===== src/msp_pkg.sv =====
// ----------------------------------------------------------------------------
// msp_pkg
// Shared types and constants for the motor speed PID controller with slew.
// ----------------------------------------------------------------------------
`default_nettype none

package msp_pkg;

    localparam int unsigned CFG_IDX_W  = 3;
    localparam int unsigned CFG_DATA_W = 16;

    localparam logic [CFG_IDX_W-1:0] CFG_GAIN_P       = 3'd0;
    localparam logic [CFG_IDX_W-1:0] CFG_GAIN_I       = 3'd1;
    localparam logic [CFG_IDX_W-1:0] CFG_GAIN_D       = 3'd2;
    localparam logic [CFG_IDX_W-1:0] CFG_COUNTS_TURN  = 3'd3;
    localparam logic [CFG_IDX_W-1:0] CFG_SAMPLE_MS    = 3'd4;

    localparam int unsigned MUL_A_W = 36;
    localparam int unsigned MUL_B_W = 18;
    localparam int unsigned PROD_W  = MUL_A_W + MUL_B_W;
    localparam int unsigned NUM_W   = 56;
    localparam int unsigned QUO_W   = 36;
    localparam int unsigned ACC_W   = 54;

    localparam logic [5:0] RAW_DIV_TOP = 6'd23;
    localparam logic [5:0] DER_DIV_TOP = 6'd35;

    // ceil(2^37 / 125): exact floor(m / 125) for m below 2^30
    localparam logic [30:0] K_RECIP_125 = 31'd1099511628;

    localparam logic signed [MUL_B_W-1:0] K_RPM_SCALE = 18'sd60000;
    localparam logic signed [MUL_B_W-1:0] K_FILT_OLD  = 18'sd45875;
    localparam logic signed [MUL_B_W-1:0] K_FILT_NEW  = 18'sd19661;
    localparam logic signed [MUL_B_W-1:0] K_MS_PER_S  = 18'sd1000;

    localparam logic signed [16:0] INT_MAX = 17'sd51200;
    localparam logic signed [16:0] INT_MIN = -17'sd51200;

    localparam logic [7:0] DUTY_MIN  = 8'd25;
    localparam logic [7:0] DUTY_SLEW = 8'd5;

    localparam logic [22:0] RAW_SAT = 23'h7FFFFF;

    typedef enum logic [4:0] {
        OP_NONE,
        OP_ACCEPT,
        OP_MUL_P,
        OP_MUL_CD,
        OP_DR_INIT,
        OP_DIV_STEP,
        OP_RAW,
        OP_F2,
        OP_F3,
        OP_ERR,
        OP_MUL_EE,
        OP_DI_INIT,
        OP_RCP_MUL,
        OP_RCP_REM,
        OP_INT,
        OP_DD_INIT,
        OP_DER,
        OP_O1,
        OP_O2,
        OP_O3,
        OP_DUTY,
        OP_OUT
    } t_op;

    typedef enum logic [4:0] {
        S_IDLE, S_MP, S_MD, S_DRI, S_DR, S_RAW, S_F2, S_F3, S_ERR, S_ME,
        S_DII, S_DI, S_DIR, S_INT, S_DDI, S_DD, S_DER, S_O1, S_O2, S_O3,
        S_DUTY, S_OUT
    } t_state;

    typedef struct packed {
        t_op op;
    } t_cmd;

    typedef struct packed {
        logic fire;
        logic div_last;
        logic tgt_zero;
        logic out_busy;
    } t_stat;

endpackage

`default_nettype wire


===== src/msp_ctrl.sv =====
// ----------------------------------------------------------------------------
// msp_ctrl
// Sequencer for one control update: multiplies, divides and output load.
// ----------------------------------------------------------------------------
`default_nettype none

module msp_ctrl import msp_pkg::*; (
    input  wire   i_clk,
    input  wire   i_rst_n,
    input  wire   i_valid,
    input  t_stat i_stat,
    output t_cmd  o_cmd,
    output logic  o_stall
);

    t_state r_state, n_state;

    always_ff @(posedge i_clk) begin
        if (!i_rst_n) begin
            r_state <= S_IDLE;
        end else begin
            r_state <= n_state;
        end
    end

    always_comb begin
        n_state  = r_state;
        o_cmd.op = OP_NONE;
        o_stall  = 1'b1;
        unique case (r_state)
            S_IDLE: begin
                o_stall = 1'b0;
                if (i_valid) begin
                    o_cmd.op = OP_ACCEPT;
                    if (i_stat.fire) begin
                        n_state = S_MP;
                    end
                end
            end
            S_MP: begin
                o_cmd.op = OP_MUL_P;
                n_state  = S_MD;
            end
            S_MD: begin
                o_cmd.op = OP_MUL_CD;
                n_state  = S_DRI;
            end
            S_DRI: begin
                o_cmd.op = OP_DR_INIT;
                n_state  = S_DR;
            end
            S_DR: begin
                o_cmd.op = OP_DIV_STEP;
                if (i_stat.div_last) begin
                    n_state = S_RAW;
                end
            end
            S_RAW: begin
                o_cmd.op = OP_RAW;
                n_state  = S_F2;
            end
            S_F2: begin
                o_cmd.op = OP_F2;
                n_state  = S_F3;
            end
            S_F3: begin
                o_cmd.op = OP_F3;
                n_state  = i_stat.tgt_zero ? S_OUT : S_ERR;
            end
            S_ERR: begin
                o_cmd.op = OP_ERR;
                n_state  = S_ME;
            end
            S_ME: begin
                o_cmd.op = OP_MUL_EE;
                n_state  = S_DII;
            end
            S_DII: begin
                o_cmd.op = OP_DI_INIT;
                n_state  = S_DI;
            end
            S_DI: begin
                o_cmd.op = OP_RCP_MUL;
                n_state  = S_DIR;
            end
            S_DIR: begin
                o_cmd.op = OP_RCP_REM;
                n_state  = S_INT;
            end
            S_INT: begin
                o_cmd.op = OP_INT;
                n_state  = S_DDI;
            end
            S_DDI: begin
                o_cmd.op = OP_DD_INIT;
                n_state  = S_DD;
            end
            S_DD: begin
                o_cmd.op = OP_DIV_STEP;
                if (i_stat.div_last) begin
                    n_state = S_DER;
                end
            end
            S_DER: begin
                o_cmd.op = OP_DER;
                n_state  = S_O1;
            end
            S_O1: begin
                o_cmd.op = OP_O1;
                n_state  = S_O2;
            end
            S_O2: begin
                o_cmd.op = OP_O2;
                n_state  = S_O3;
            end
            S_O3: begin
                o_cmd.op = OP_O3;
                n_state  = S_DUTY;
            end
            S_DUTY: begin
                o_cmd.op = OP_DUTY;
                n_state  = S_OUT;
            end
            S_OUT: begin
                if (!i_stat.out_busy) begin
                    o_cmd.op = OP_OUT;
                    n_state  = S_IDLE;
                end
            end
            default: begin
                n_state = S_IDLE;
            end
        endcase
    end

endmodule

`default_nettype wire


===== src/msp_dp.sv =====
// ----------------------------------------------------------------------------
// msp_dp
// Datapath: accumulators, shared multiplier, reciprocal and shift-subtract dividers, PID
// state, slew limiter and output register.
// ----------------------------------------------------------------------------
`default_nettype none

module msp_dp import msp_pkg::*; #(
    parameter int PULSE_COUNT_BITS = 16
) (
    input  wire                         i_clk,
    input  wire                         i_rst_n,
    input  t_cmd                        i_cmd,
    output t_stat                       o_stat,
    input  wire                         i_cfg_we,
    input  wire [CFG_IDX_W-1:0]         i_cfg_idx,
    input  wire [CFG_DATA_W-1:0]        i_cfg_data,
    input  wire [3:0]                   i_tick_pulses,
    input  wire signed [23:0]           i_target_speed,
    input  wire                         i_stall,
    output logic                        o_valid,
    output logic [7:0]                  o_pwm_duty,
    output logic                        o_reverse,
    output logic signed [23:0]          o_filtered_speed,
    output logic [22:0]                 o_raw_speed
);

    localparam int PCB = PULSE_COUNT_BITS;

    logic [15:0]               r_gp, r_gi, r_gd;
    logic [11:0]               r_cpr;
    logic [9:0]                r_sp;
    logic [PCB-1:0]            r_accum;
    logic [9:0]                r_elapsed;
    logic signed [23:0]        r_target;
    logic signed [PROD_W-1:0]  r_prod;
    logic [NUM_W-1:0]          r_num, r_ds;
    logic [QUO_W-1:0]          r_q;
    logic [5:0]                r_k;
    logic                      r_neg;
    logic [22:0]               r_raw;
    logic signed [PROD_W-1:0]  r_facc;
    logic signed [23:0]        r_smooth, r_err, r_prior;
    logic signed [16:0]        r_int;
    logic signed [QUO_W-1:0]   r_deriv;
    logic signed [ACC_W-1:0]   r_acc;
    logic [7:0]                r_duty;
    logic                      r_o_valid;

    logic [PCB:0]              pulse_sum;
    logic [PCB-1:0]            pulse_next;
    logic [9:0]                elapsed_next, period;
    logic [11:0]               cpr_eff;
    logic signed [MUL_A_W-1:0] mul_a;
    logic signed [MUL_B_W-1:0] mul_b;
    logic [PROD_W-1:0]         prod_mag;
    logic signed [QUO_W:0]     quo_floor;
    logic [60:0]               rcp_prod;
    logic [33:0]               rcp_back;
    logic signed [PROD_W+1:0]  filt_sum;
    logic signed [PROD_W-15:0] filt_shift;
    logic signed [24:0]        tgt_mag;
    logic signed [25:0]        err_diff;
    logic signed [QUO_W+1:0]   int_sum;
    logic signed [ACC_W:0]     duty_sum;
    logic [7:0]                duty_cand;
    logic [8:0]                duty_up, cand_up;

    assign pulse_sum    = {1'b0, r_accum} + (PCB+1)'(i_tick_pulses);
    assign pulse_next   = pulse_sum[PCB] ? {PCB{1'b1}} : pulse_sum[PCB-1:0];
    assign elapsed_next = r_elapsed + 10'd1;
    assign period       = (r_sp == 10'd0) ? 10'd1 : r_sp;
    assign cpr_eff      = (r_cpr == 12'd0) ? 12'd1 : r_cpr;

    assign o_stat.fire     = (elapsed_next >= period);
    assign o_stat.div_last = (r_k == 6'd0);
    assign o_stat.tgt_zero = (r_target == 24'sd0);
    assign o_stat.out_busy = r_o_valid && i_stall;

    always_comb begin
        mul_a = '0;
        mul_b = '0;
        case (i_cmd.op)
            OP_MUL_P: begin
                mul_a = {{(MUL_A_W-PCB){1'b0}}, r_accum};
                mul_b = K_RPM_SCALE;
            end
            OP_MUL_CD: begin
                mul_a = {24'd0, cpr_eff};
                mul_b = {8'd0, r_elapsed};
            end
            OP_RAW: begin
                mul_a = MUL_A_W'(r_smooth);
                mul_b = K_FILT_OLD;
            end
            OP_F2: begin
                mul_a = {13'd0, r_raw};
                mul_b = K_FILT_NEW;
            end
            OP_MUL_EE: begin
                mul_a = MUL_A_W'(r_err);
                mul_b = {8'd0, r_elapsed};
            end
            OP_INT: begin
                mul_a = MUL_A_W'(r_err) - MUL_A_W'(r_prior);
                mul_b = K_MS_PER_S;
            end
            OP_DER: begin
                mul_a = MUL_A_W'(r_err);
                mul_b = {2'b0, r_gp};
            end
            OP_O1: begin
                mul_a = MUL_A_W'(r_int);
                mul_b = {2'b0, r_gi};
            end
            OP_O2: begin
                mul_a = r_deriv;
                mul_b = {2'b0, r_gd};
            end
            default: begin
                mul_a = '0;
                mul_b = '0;
            end
        endcase
    end

    assign prod_mag  = r_prod[PROD_W-1] ? PROD_W'(-r_prod) : PROD_W'(r_prod);
    assign quo_floor = r_neg ? (-$signed({1'b0, r_q}) - ((r_num != '0) ? 37'sd1 : 37'sd0))
                             : $signed({1'b0, r_q});

    // n / 1000 as (n >> 3) / 125 by reciprocal; n stays below 2^33
    assign rcp_prod = {31'd0, r_num[32:3]} * {30'd0, K_RECIP_125};
    assign rcp_back = {10'd0, r_q[23:0]} * 34'd1000;

    assign filt_sum   = (PROD_W+2)'(r_facc) + (PROD_W+2)'(r_prod) + 56'sd32768;
    assign filt_shift = filt_sum[PROD_W+1:16];

    assign tgt_mag  = r_target[23] ? -25'(r_target) : 25'(r_target);
    assign err_diff = 26'(tgt_mag) - 26'(r_smooth);
    assign int_sum  = (QUO_W+2)'(r_int) + (QUO_W+2)'(quo_floor);

    assign duty_sum = (ACC_W+1)'(r_acc) + (ACC_W+1)'({DUTY_MIN, 16'd0});
    always_comb begin
        if (duty_sum < 0) begin
            duty_cand = 8'd0;
        end else if (duty_sum > (ACC_W+1)'(24'hFF0000)) begin
            duty_cand = 8'd255;
        end else begin
            duty_cand = duty_sum[23:16];
        end
    end
    assign duty_up = {1'b0, r_duty} + {1'b0, DUTY_SLEW};
    assign cand_up = {1'b0, duty_cand} + {1'b0, DUTY_SLEW};

    always_ff @(posedge i_clk) begin
        if (!i_rst_n) begin
            r_gp      <= '0;
            r_gi      <= '0;
            r_gd      <= '0;
            r_cpr     <= 12'd20;
            r_sp      <= 10'd100;
            r_accum   <= '0;
            r_elapsed <= '0;
            r_smooth  <= '0;
            r_int     <= '0;
            r_prior   <= '0;
            r_duty    <= '0;
            r_o_valid <= 1'b0;
        end else begin
            if (i_cfg_we) begin
                unique case (i_cfg_idx)
                    CFG_GAIN_P:      r_gp  <= i_cfg_data;
                    CFG_GAIN_I:      r_gi  <= i_cfg_data;
                    CFG_GAIN_D:      r_gd  <= i_cfg_data;
                    CFG_COUNTS_TURN: r_cpr <= i_cfg_data[11:0];
                    CFG_SAMPLE_MS:   r_sp  <= i_cfg_data[9:0];
                    default: ;
                endcase
            end
            if (i_cmd.op == OP_OUT) begin
                r_o_valid <= 1'b1;
            end else if (r_o_valid && !i_stall) begin
                r_o_valid <= 1'b0;
            end
            case (i_cmd.op)
                OP_ACCEPT: begin
                    r_accum   <= pulse_next;
                    r_elapsed <= elapsed_next;
                end
                OP_F3: begin
                    if (filt_shift > (PROD_W-14)'(24'sh7FFFFF)) begin
                        r_smooth <= 24'sh7FFFFF;
                    end else if (filt_shift < -(PROD_W-14)'(24'sh7FFFFF) - 1) begin
                        r_smooth <= 24'sh800000;
                    end else begin
                        r_smooth <= filt_shift[23:0];
                    end
                    if (r_target == 24'sd0) begin
                        r_int   <= '0;
                        r_prior <= '0;
                        r_duty  <= '0;
                    end
                end
                OP_INT: begin
                    if (int_sum > (QUO_W+2)'(INT_MAX)) begin
                        r_int <= INT_MAX;
                    end else if (int_sum < (QUO_W+2)'(INT_MIN)) begin
                        r_int <= INT_MIN;
                    end else begin
                        r_int <= int_sum[16:0];
                    end
                end
                OP_DER: begin
                    r_prior <= r_err;
                end
                OP_DUTY: begin
                    if ({1'b0, duty_cand} > duty_up) begin
                        r_duty <= duty_up[7:0];
                    end else if (cand_up < {1'b0, r_duty}) begin
                        r_duty <= r_duty - DUTY_SLEW;
                    end else begin
                        r_duty <= duty_cand;
                    end
                end
                OP_OUT: begin
                    r_accum   <= '0;
                    r_elapsed <= '0;
                end
                default: ;
            endcase
        end
    end

    always_ff @(posedge i_clk) begin
        case (i_cmd.op)
            OP_ACCEPT: begin
                r_target <= i_target_speed;
            end
            OP_MUL_P, OP_RAW, OP_F2, OP_MUL_EE, OP_DER, OP_O2: begin
                r_prod <= mul_a * mul_b;
            end
            OP_MUL_CD: begin
                r_num  <= {r_prod[47:0], 8'd0};
                r_neg  <= 1'b0;
                r_prod <= mul_a * mul_b;
            end
            OP_DR_INIT: begin
                r_ds <= {11'd0, r_prod[21:0], 23'd0};
                r_q  <= '0;
                r_k  <= RAW_DIV_TOP;
            end
            OP_DI_INIT: begin
                r_neg <= r_prod[PROD_W-1];
                r_num <= {2'b0, prod_mag};
            end
            OP_RCP_MUL: begin
                r_q <= {12'd0, rcp_prod[60:37]};
            end
            OP_RCP_REM: begin
                r_num <= r_num - {22'd0, rcp_back};
            end
            OP_DD_INIT: begin
                r_neg <= r_prod[PROD_W-1];
                r_num <= {2'b0, prod_mag};
                r_ds  <= {11'd0, r_elapsed, 35'd0};
                r_q   <= '0;
                r_k   <= DER_DIV_TOP;
            end
            OP_DIV_STEP: begin
                if (r_num >= r_ds) begin
                    r_num <= r_num - r_ds;
                    r_q   <= {r_q[QUO_W-2:0], 1'b1};
                end else begin
                    r_q   <= {r_q[QUO_W-2:0], 1'b0};
                end
                r_ds <= r_ds >> 1;
                r_k  <= r_k - 6'd1;
            end
            default: ;
        endcase
        if (i_cmd.op == OP_RAW) begin
            r_raw <= r_q[23] ? RAW_SAT : r_q[22:0];
        end
        if (i_cmd.op == OP_F2) begin
            r_facc <= r_prod;
        end
        if (i_cmd.op == OP_ERR) begin
            if (err_diff > 26'sh7FFFFF) begin
                r_err <= 24'sh7FFFFF;
            end else if (err_diff < -26'sh800000) begin
                r_err <= 24'sh800000;
            end else begin
                r_err <= err_diff[23:0];
            end
        end
        if (i_cmd.op == OP_INT) begin
            r_prod <= mul_a * mul_b;
        end
        if (i_cmd.op == OP_DER) begin
            r_deriv <= quo_floor[QUO_W-1:0];
        end
        if (i_cmd.op == OP_O1) begin
            r_acc  <= ACC_W'(r_prod);
            r_prod <= mul_a * mul_b;
        end
        if (i_cmd.op == OP_O2 || i_cmd.op == OP_O3) begin
            r_acc <= r_acc + ACC_W'(r_prod);
        end
        if (i_cmd.op == OP_OUT) begin
            o_pwm_duty       <= r_duty;
            o_reverse        <= r_target[23];
            o_filtered_speed <= r_smooth;
            o_raw_speed      <= r_raw;
        end
    end

    assign o_valid = r_o_valid;

endmodule

`default_nettype wire


===== src/motor_speed_pid_with_slew.sv =====
// ----------------------------------------------------------------------------
// motor_speed_pid_with_slew
// Motor speed PID controller with duty slew limit, one tick item per ms.
// ----------------------------------------------------------------------------
// Input channel (i_valid / o_stall): one item per millisecond tick with the
// encoder pulses of that tick and the signed target speed. Output channel
// (o_valid / i_stall): one item per control update with duty, direction,
// filtered and raw speed. Configuration is a plain write port; the user must take
// writes to it only while the block is idle, the block itself does not enforce this.
// A tick that does not end a sample period is accumulated and the block stays idle. A tick that ends
// a period starts an update on a shared multiplier, a reciprocal divide by 1000 and a one-bit-per-cycle
// shift-subtract divider. With a zero target the update skips the PID terms;
// otherwise the divider runs 24 steps for the raw speed and 36 for the
// derivative. Input is stalled during an update.
// The result sits in an output register; a stalled receiver holds it and
// new ticks are still taken, but the next update waits in its output state for it to drain.
// Reset clears the accumulators, PID state and duty, gains to 0, counts per
// turn to 20 and the sample period to 100 ms.
// ----------------------------------------------------------------------------
`default_nettype none

module motor_speed_pid_with_slew import msp_pkg::*; #(
    parameter int PULSE_COUNT_BITS = 16
) (
    input  wire                   i_clk,
    input  wire                   i_rst_n,
    input  wire                   i_cfg_we,
    input  wire [CFG_IDX_W-1:0]   i_cfg_idx,
    input  wire [CFG_DATA_W-1:0]  i_cfg_data,
    input  wire                   i_valid,
    output logic                  o_stall,
    input  wire [3:0]             i_tick_pulses,
    input  wire signed [23:0]     i_target_speed,
    output logic                  o_valid,
    input  wire                   i_stall,
    output logic [7:0]            o_pwm_duty,
    output logic                  o_reverse,
    output logic signed [23:0]    o_filtered_speed,
    output logic [22:0]           o_raw_speed
);

    t_cmd  cmd;
    t_stat stat;

    msp_ctrl u_ctrl (
        .i_clk   (i_clk),
        .i_rst_n (i_rst_n),
        .i_valid (i_valid),
        .i_stat  (stat),
        .o_cmd   (cmd),
        .o_stall (o_stall)
    );

    msp_dp #(
        .PULSE_COUNT_BITS (PULSE_COUNT_BITS)
    ) u_dp (
        .i_clk            (i_clk),
        .i_rst_n          (i_rst_n),
        .i_cmd            (cmd),
        .o_stat           (stat),
        .i_cfg_we         (i_cfg_we),
        .i_cfg_idx        (i_cfg_idx),
        .i_cfg_data       (i_cfg_data),
        .i_tick_pulses    (i_tick_pulses),
        .i_target_speed   (i_target_speed),
        .i_stall          (i_stall),
        .o_valid          (o_valid),
        .o_pwm_duty       (o_pwm_duty),
        .o_reverse        (o_reverse),
        .o_filtered_speed (o_filtered_speed),
        .o_raw_speed      (o_raw_speed)
    );

endmodule

`default_nettype wire

===== config.mk =====
export PLATFORM = sky130hd
export DESIGN_NAME = motor_speed_pid_with_slew
export DESIGN_NICKNAME = d
export VERILOG_FILES = /design/src/msp_pkg.sv /design/src/msp_ctrl.sv /design/src/msp_dp.sv /design/src/motor_speed_pid_with_slew.sv
export SDC_FILE = /design/constraint.sdc
export NUM_CORES = 2
export LEC_CHECK = 0
export ABC_AREA = 1
export BUFFER_PORTS_ARGS = -buffer_cell sky130_fd_sc_hd__buf_2
export CELL_PAD_IN_SITES_DETAIL_PLACEMENT = 0
export CELL_PAD_IN_SITES_GLOBAL_PLACEMENT = 1
export CORE_MARGIN = 5
export CORE_UTILIZATION = 50
export CTS_CLUSTER_DIAMETER = 50
export CTS_CLUSTER_SIZE = 8
export DETAILED_ROUTE_END_ITERATION = 7
export GPL_ROUTABILITY_DRIVEN = 0
export MAX_ROUTING_LAYER = met4
export PLACE_DENSITY = 0.95
export SLEW_MARGIN = 10
export SYNTH_ARGS = -nofsm -noshare
export SYNTH_HDL_FRONTEND = slang
export SYNTH_SLANG_ARGS = --single-unit
export TNS_END_PERCENT = 30

===== constraint.sdc =====
create_clock -name i_clk -period 12.6 [get_ports i_clk]
set_input_delay 1.26 -clock i_clk [delete_from_list [all_inputs] [get_ports i_clk]]
set_output_delay 1.26 -clock i_clk [all_outputs]
set_load 0.01 [all_outputs]

==> results.cfg <==
[sta]
period_share = 0.885
tightest_slew_ps = 1290
fin_skew_ps = 71.6
drv_slew = 0
setup_tns_ps = 0
hold-worst-slack_ps = 456
rsz0062_at_grt = false
fmax_mhz = 89.7
setup_violations = 0
slew_headroom = 0.141
hold_violations = 0
fin_crit_ps = 11150

[hold_path]
hold_end = u_dp.r_gd[7]$_SDFFE_PN0P_
hold_path_class = flop to flop
min-delay-start = u_dp.r_gd[7]$_SDFFE_PN0P_
holdPathStages = 2

[drt]
drt_iter0_drc = 9593
wirelength_mm = 319
wire_per_inst_um = 22.1
avgViaCountPerCell = 5.78
firstDrtPassIters = 7
drc = 0
ant_nets = 0
vias = 83500

[yosys]
syn_nets = 13800
synth_top_cell_area_share = 0.205
synth_area_leaders = fa_1 (20%), edfxtp_1 (16%), ha_1 (13%), inv_1 (11%), nand2_1 (10%)
syn-cell-area_um2 = 89400
ys_warn_count = 0
ys_seq_elements = 642
postSynthAreaPerCell_um2 = 7.52
synth_async_sr_flop_share = 0
syn_inst = 11900
synth_edf_count = 467
ys.flop_type = edfxtp_1
synth_seq_area_share = 0.196
synth.largest_area_cell = fa_1
synthDistinctLibCells = 74

[floorplan]
start_util = 0.502
die_x_um = 433
dieHeight_um = 433
rows = 155
io_pins = 110
core-area_um2 = 178000
die-area_um2 = 187000

[setup_path]
reg2reg_to = u_dp.r_prod[46]$_DFFE_PP_
worst_path_most_repeated_cell = inv_1
crit_path_max_incr_delay_ps = 830
start_kind = flop
path_class = flop to flop
cp_max_fo = 64
end_kind = flop
crit_slowest_cell = nor2_4
crit_required_ps = 13060
r2r_start = u_ctrl.r_state[4]$_SDFFE_PN0P_
regToRegSetupSlack_ps = 1450
reg2reg_depth = 32
arrival_ps = 11610

[clocking]
cts_setup_buffers = 0
postCtsHoldBufs = 0
clockRootBuffer = clkbuf_16
cts_buffers = 103
clk_path_buf_depth = 3
clk_latency_ps = 750
cts_sinks = 642
cts_tree = yes
cts-resized-gates = 0
cts_htree_levels = 3
path_clk_slew_ps = 60

[layout]
mostFrequentLayoutCells = inv_1 (2,560), nand2_1 (2,466), nor2_1 (1,067), ha_1 (923), fa_1 (914)
stdcell_count = 14400
layout_commonest_cell = inv_1
syn2layout_area_growth_pct = 7.58
nNetsFinal = 13900
stdcell_area_um2 = 96200
drive_above_1_share = 0.0443

[grt]
track_usage = 0.346
grt_pass1_wl_mm = 483
grt_start_max_net_pins = 98
antenna_found_initial = 15
grt_overflow_total = 0
grt_pass1_vias = 81900

[outcome]
status = finished, final reports clean

[placed_design]
port-buffer-count = 109
dp_cells = 14200
placed_cell_area_um2 = 93000
dp_hpwl_mm = 259

[run]
drv_cap = 0
per-layer routing:
layer / track usage / routed length (µm)
met5: - / 0
met1: 0.430 / 121000
met2: 0.511 / 136000
met3: 0.0740 / 35200
met4: 0.226 / 27100
sequential cells by signal (all words and copies together), names as in the netlist, 36 cells and up:
name,flops
u_dp.r_num,56
u_dp.r_acc,54
u_dp.r_facc,53
u_dp.r_prod,53
u_dp.r_ds,45
u_dp.r_deriv,36
u_dp.r_q,36
metrics by stage:
| stage | setup WS [ps] | utilization |
|---|---|---|
| finish | 1450 | 0.540 |
| global route | 674 | 0.540 |
| CTS | 1690 | 0.540 |
| detailed placement | 1720 | 0.522 |
| global placement | 1860 | 0.522 |
| floorplan | 3720 | - |
logic make-up (layout without fill, tap and decap cells):
logic type	after synthesis	in the layout	share of synthesized area
buf+inv	2808	2988	0.119
simple gates	4476	4476	0.207
fa+ha+maj	1837	1837	0.334
compound gates	1812	1812	0.113
xor+xnor	315	315	0.0310
other cells	1	18	0.0000419
flops	642	642	0.196
worst max-delay path: cells and delay by family (launching register included):
family | cells | cell delay, ps
AND/OR/NAND/NOR | 7 | 2670
AO/OA/AOI/OAI | 10 | 2390
XOR/XNOR | 1 | 180
adder cells (fa/ha/maj) | 7 | 3060
flip-flops | 1 | 450
buffers and inverters | 7 | 2090
how the worst max path moves through the flow:
stage / start / endpoint / cells past startpoint
final: u_ctrl.r_state[4]$_SDFFE_PN0P_ / u_dp.r_prod[46]$_DFFE_PP_ / 32
after global placement: u_ctrl.r_state[2]$_SDFFE_PN0P_ / u_dp.r_prod[46]$_DFFE_PP_ / 37
after floorplan: u_ctrl.r_state[2]$_SDFFE_PN0P_ / u_dp.r_prod[46]$_DFFE_PP_ / 33
after detailed placement: u_ctrl.r_state[4]$_SDFFE_PN0P_ / u_dp.r_prod[46]$_DFFE_PP_ / 32
after CTS: u_ctrl.r_state[4]$_SDFFE_PN0P_ / u_dp.r_prod[46]$_DFFE_PP_ / 32
after global routing: u_ctrl.r_state[4]$_SDFFE_PN0P_ / u_dp.r_prod[46]$_DFFE_PP_ / 36
synth_stat cells (all sizes together) (52+ instances only):
| cell | count |
|---|---|
| xor2 | 202 |
| ha | 923 |
| edfxtp | 467 |
| a31oi | 79 |
| o21ai | 584 |
| fa | 914 |
| or2 | 66 |
| o22ai | 52 |
| xnor2 | 113 |
| inv | 2572 |
| nand3 | 436 |
| clkbuf | 168 |
| dfxtp | 175 |
| nor2 | 1108 |
| nand2 | 2496 |
| nand4 | 158 |
| a21oi | 798 |
| nor3 | 123 |
| buf | 52 |
area by class of cell:
cell class                      count  area, µm²
Fill cell                       16600      82000
Timing Repair Buffer              223       1400
Multi-Input combinational cell   8441      61400
Tap cell                         2355       2950
Inverter                         2588       9710
Clock buffer                      146       2760
Clock inverter                     31        402
Antenna cell                       17       42.5
Sequential cell                   642      17500
Power is left out: the tool's default activity adds up to more than one toggle a clock period on the data nets, which glitch-free logic cannot reach.
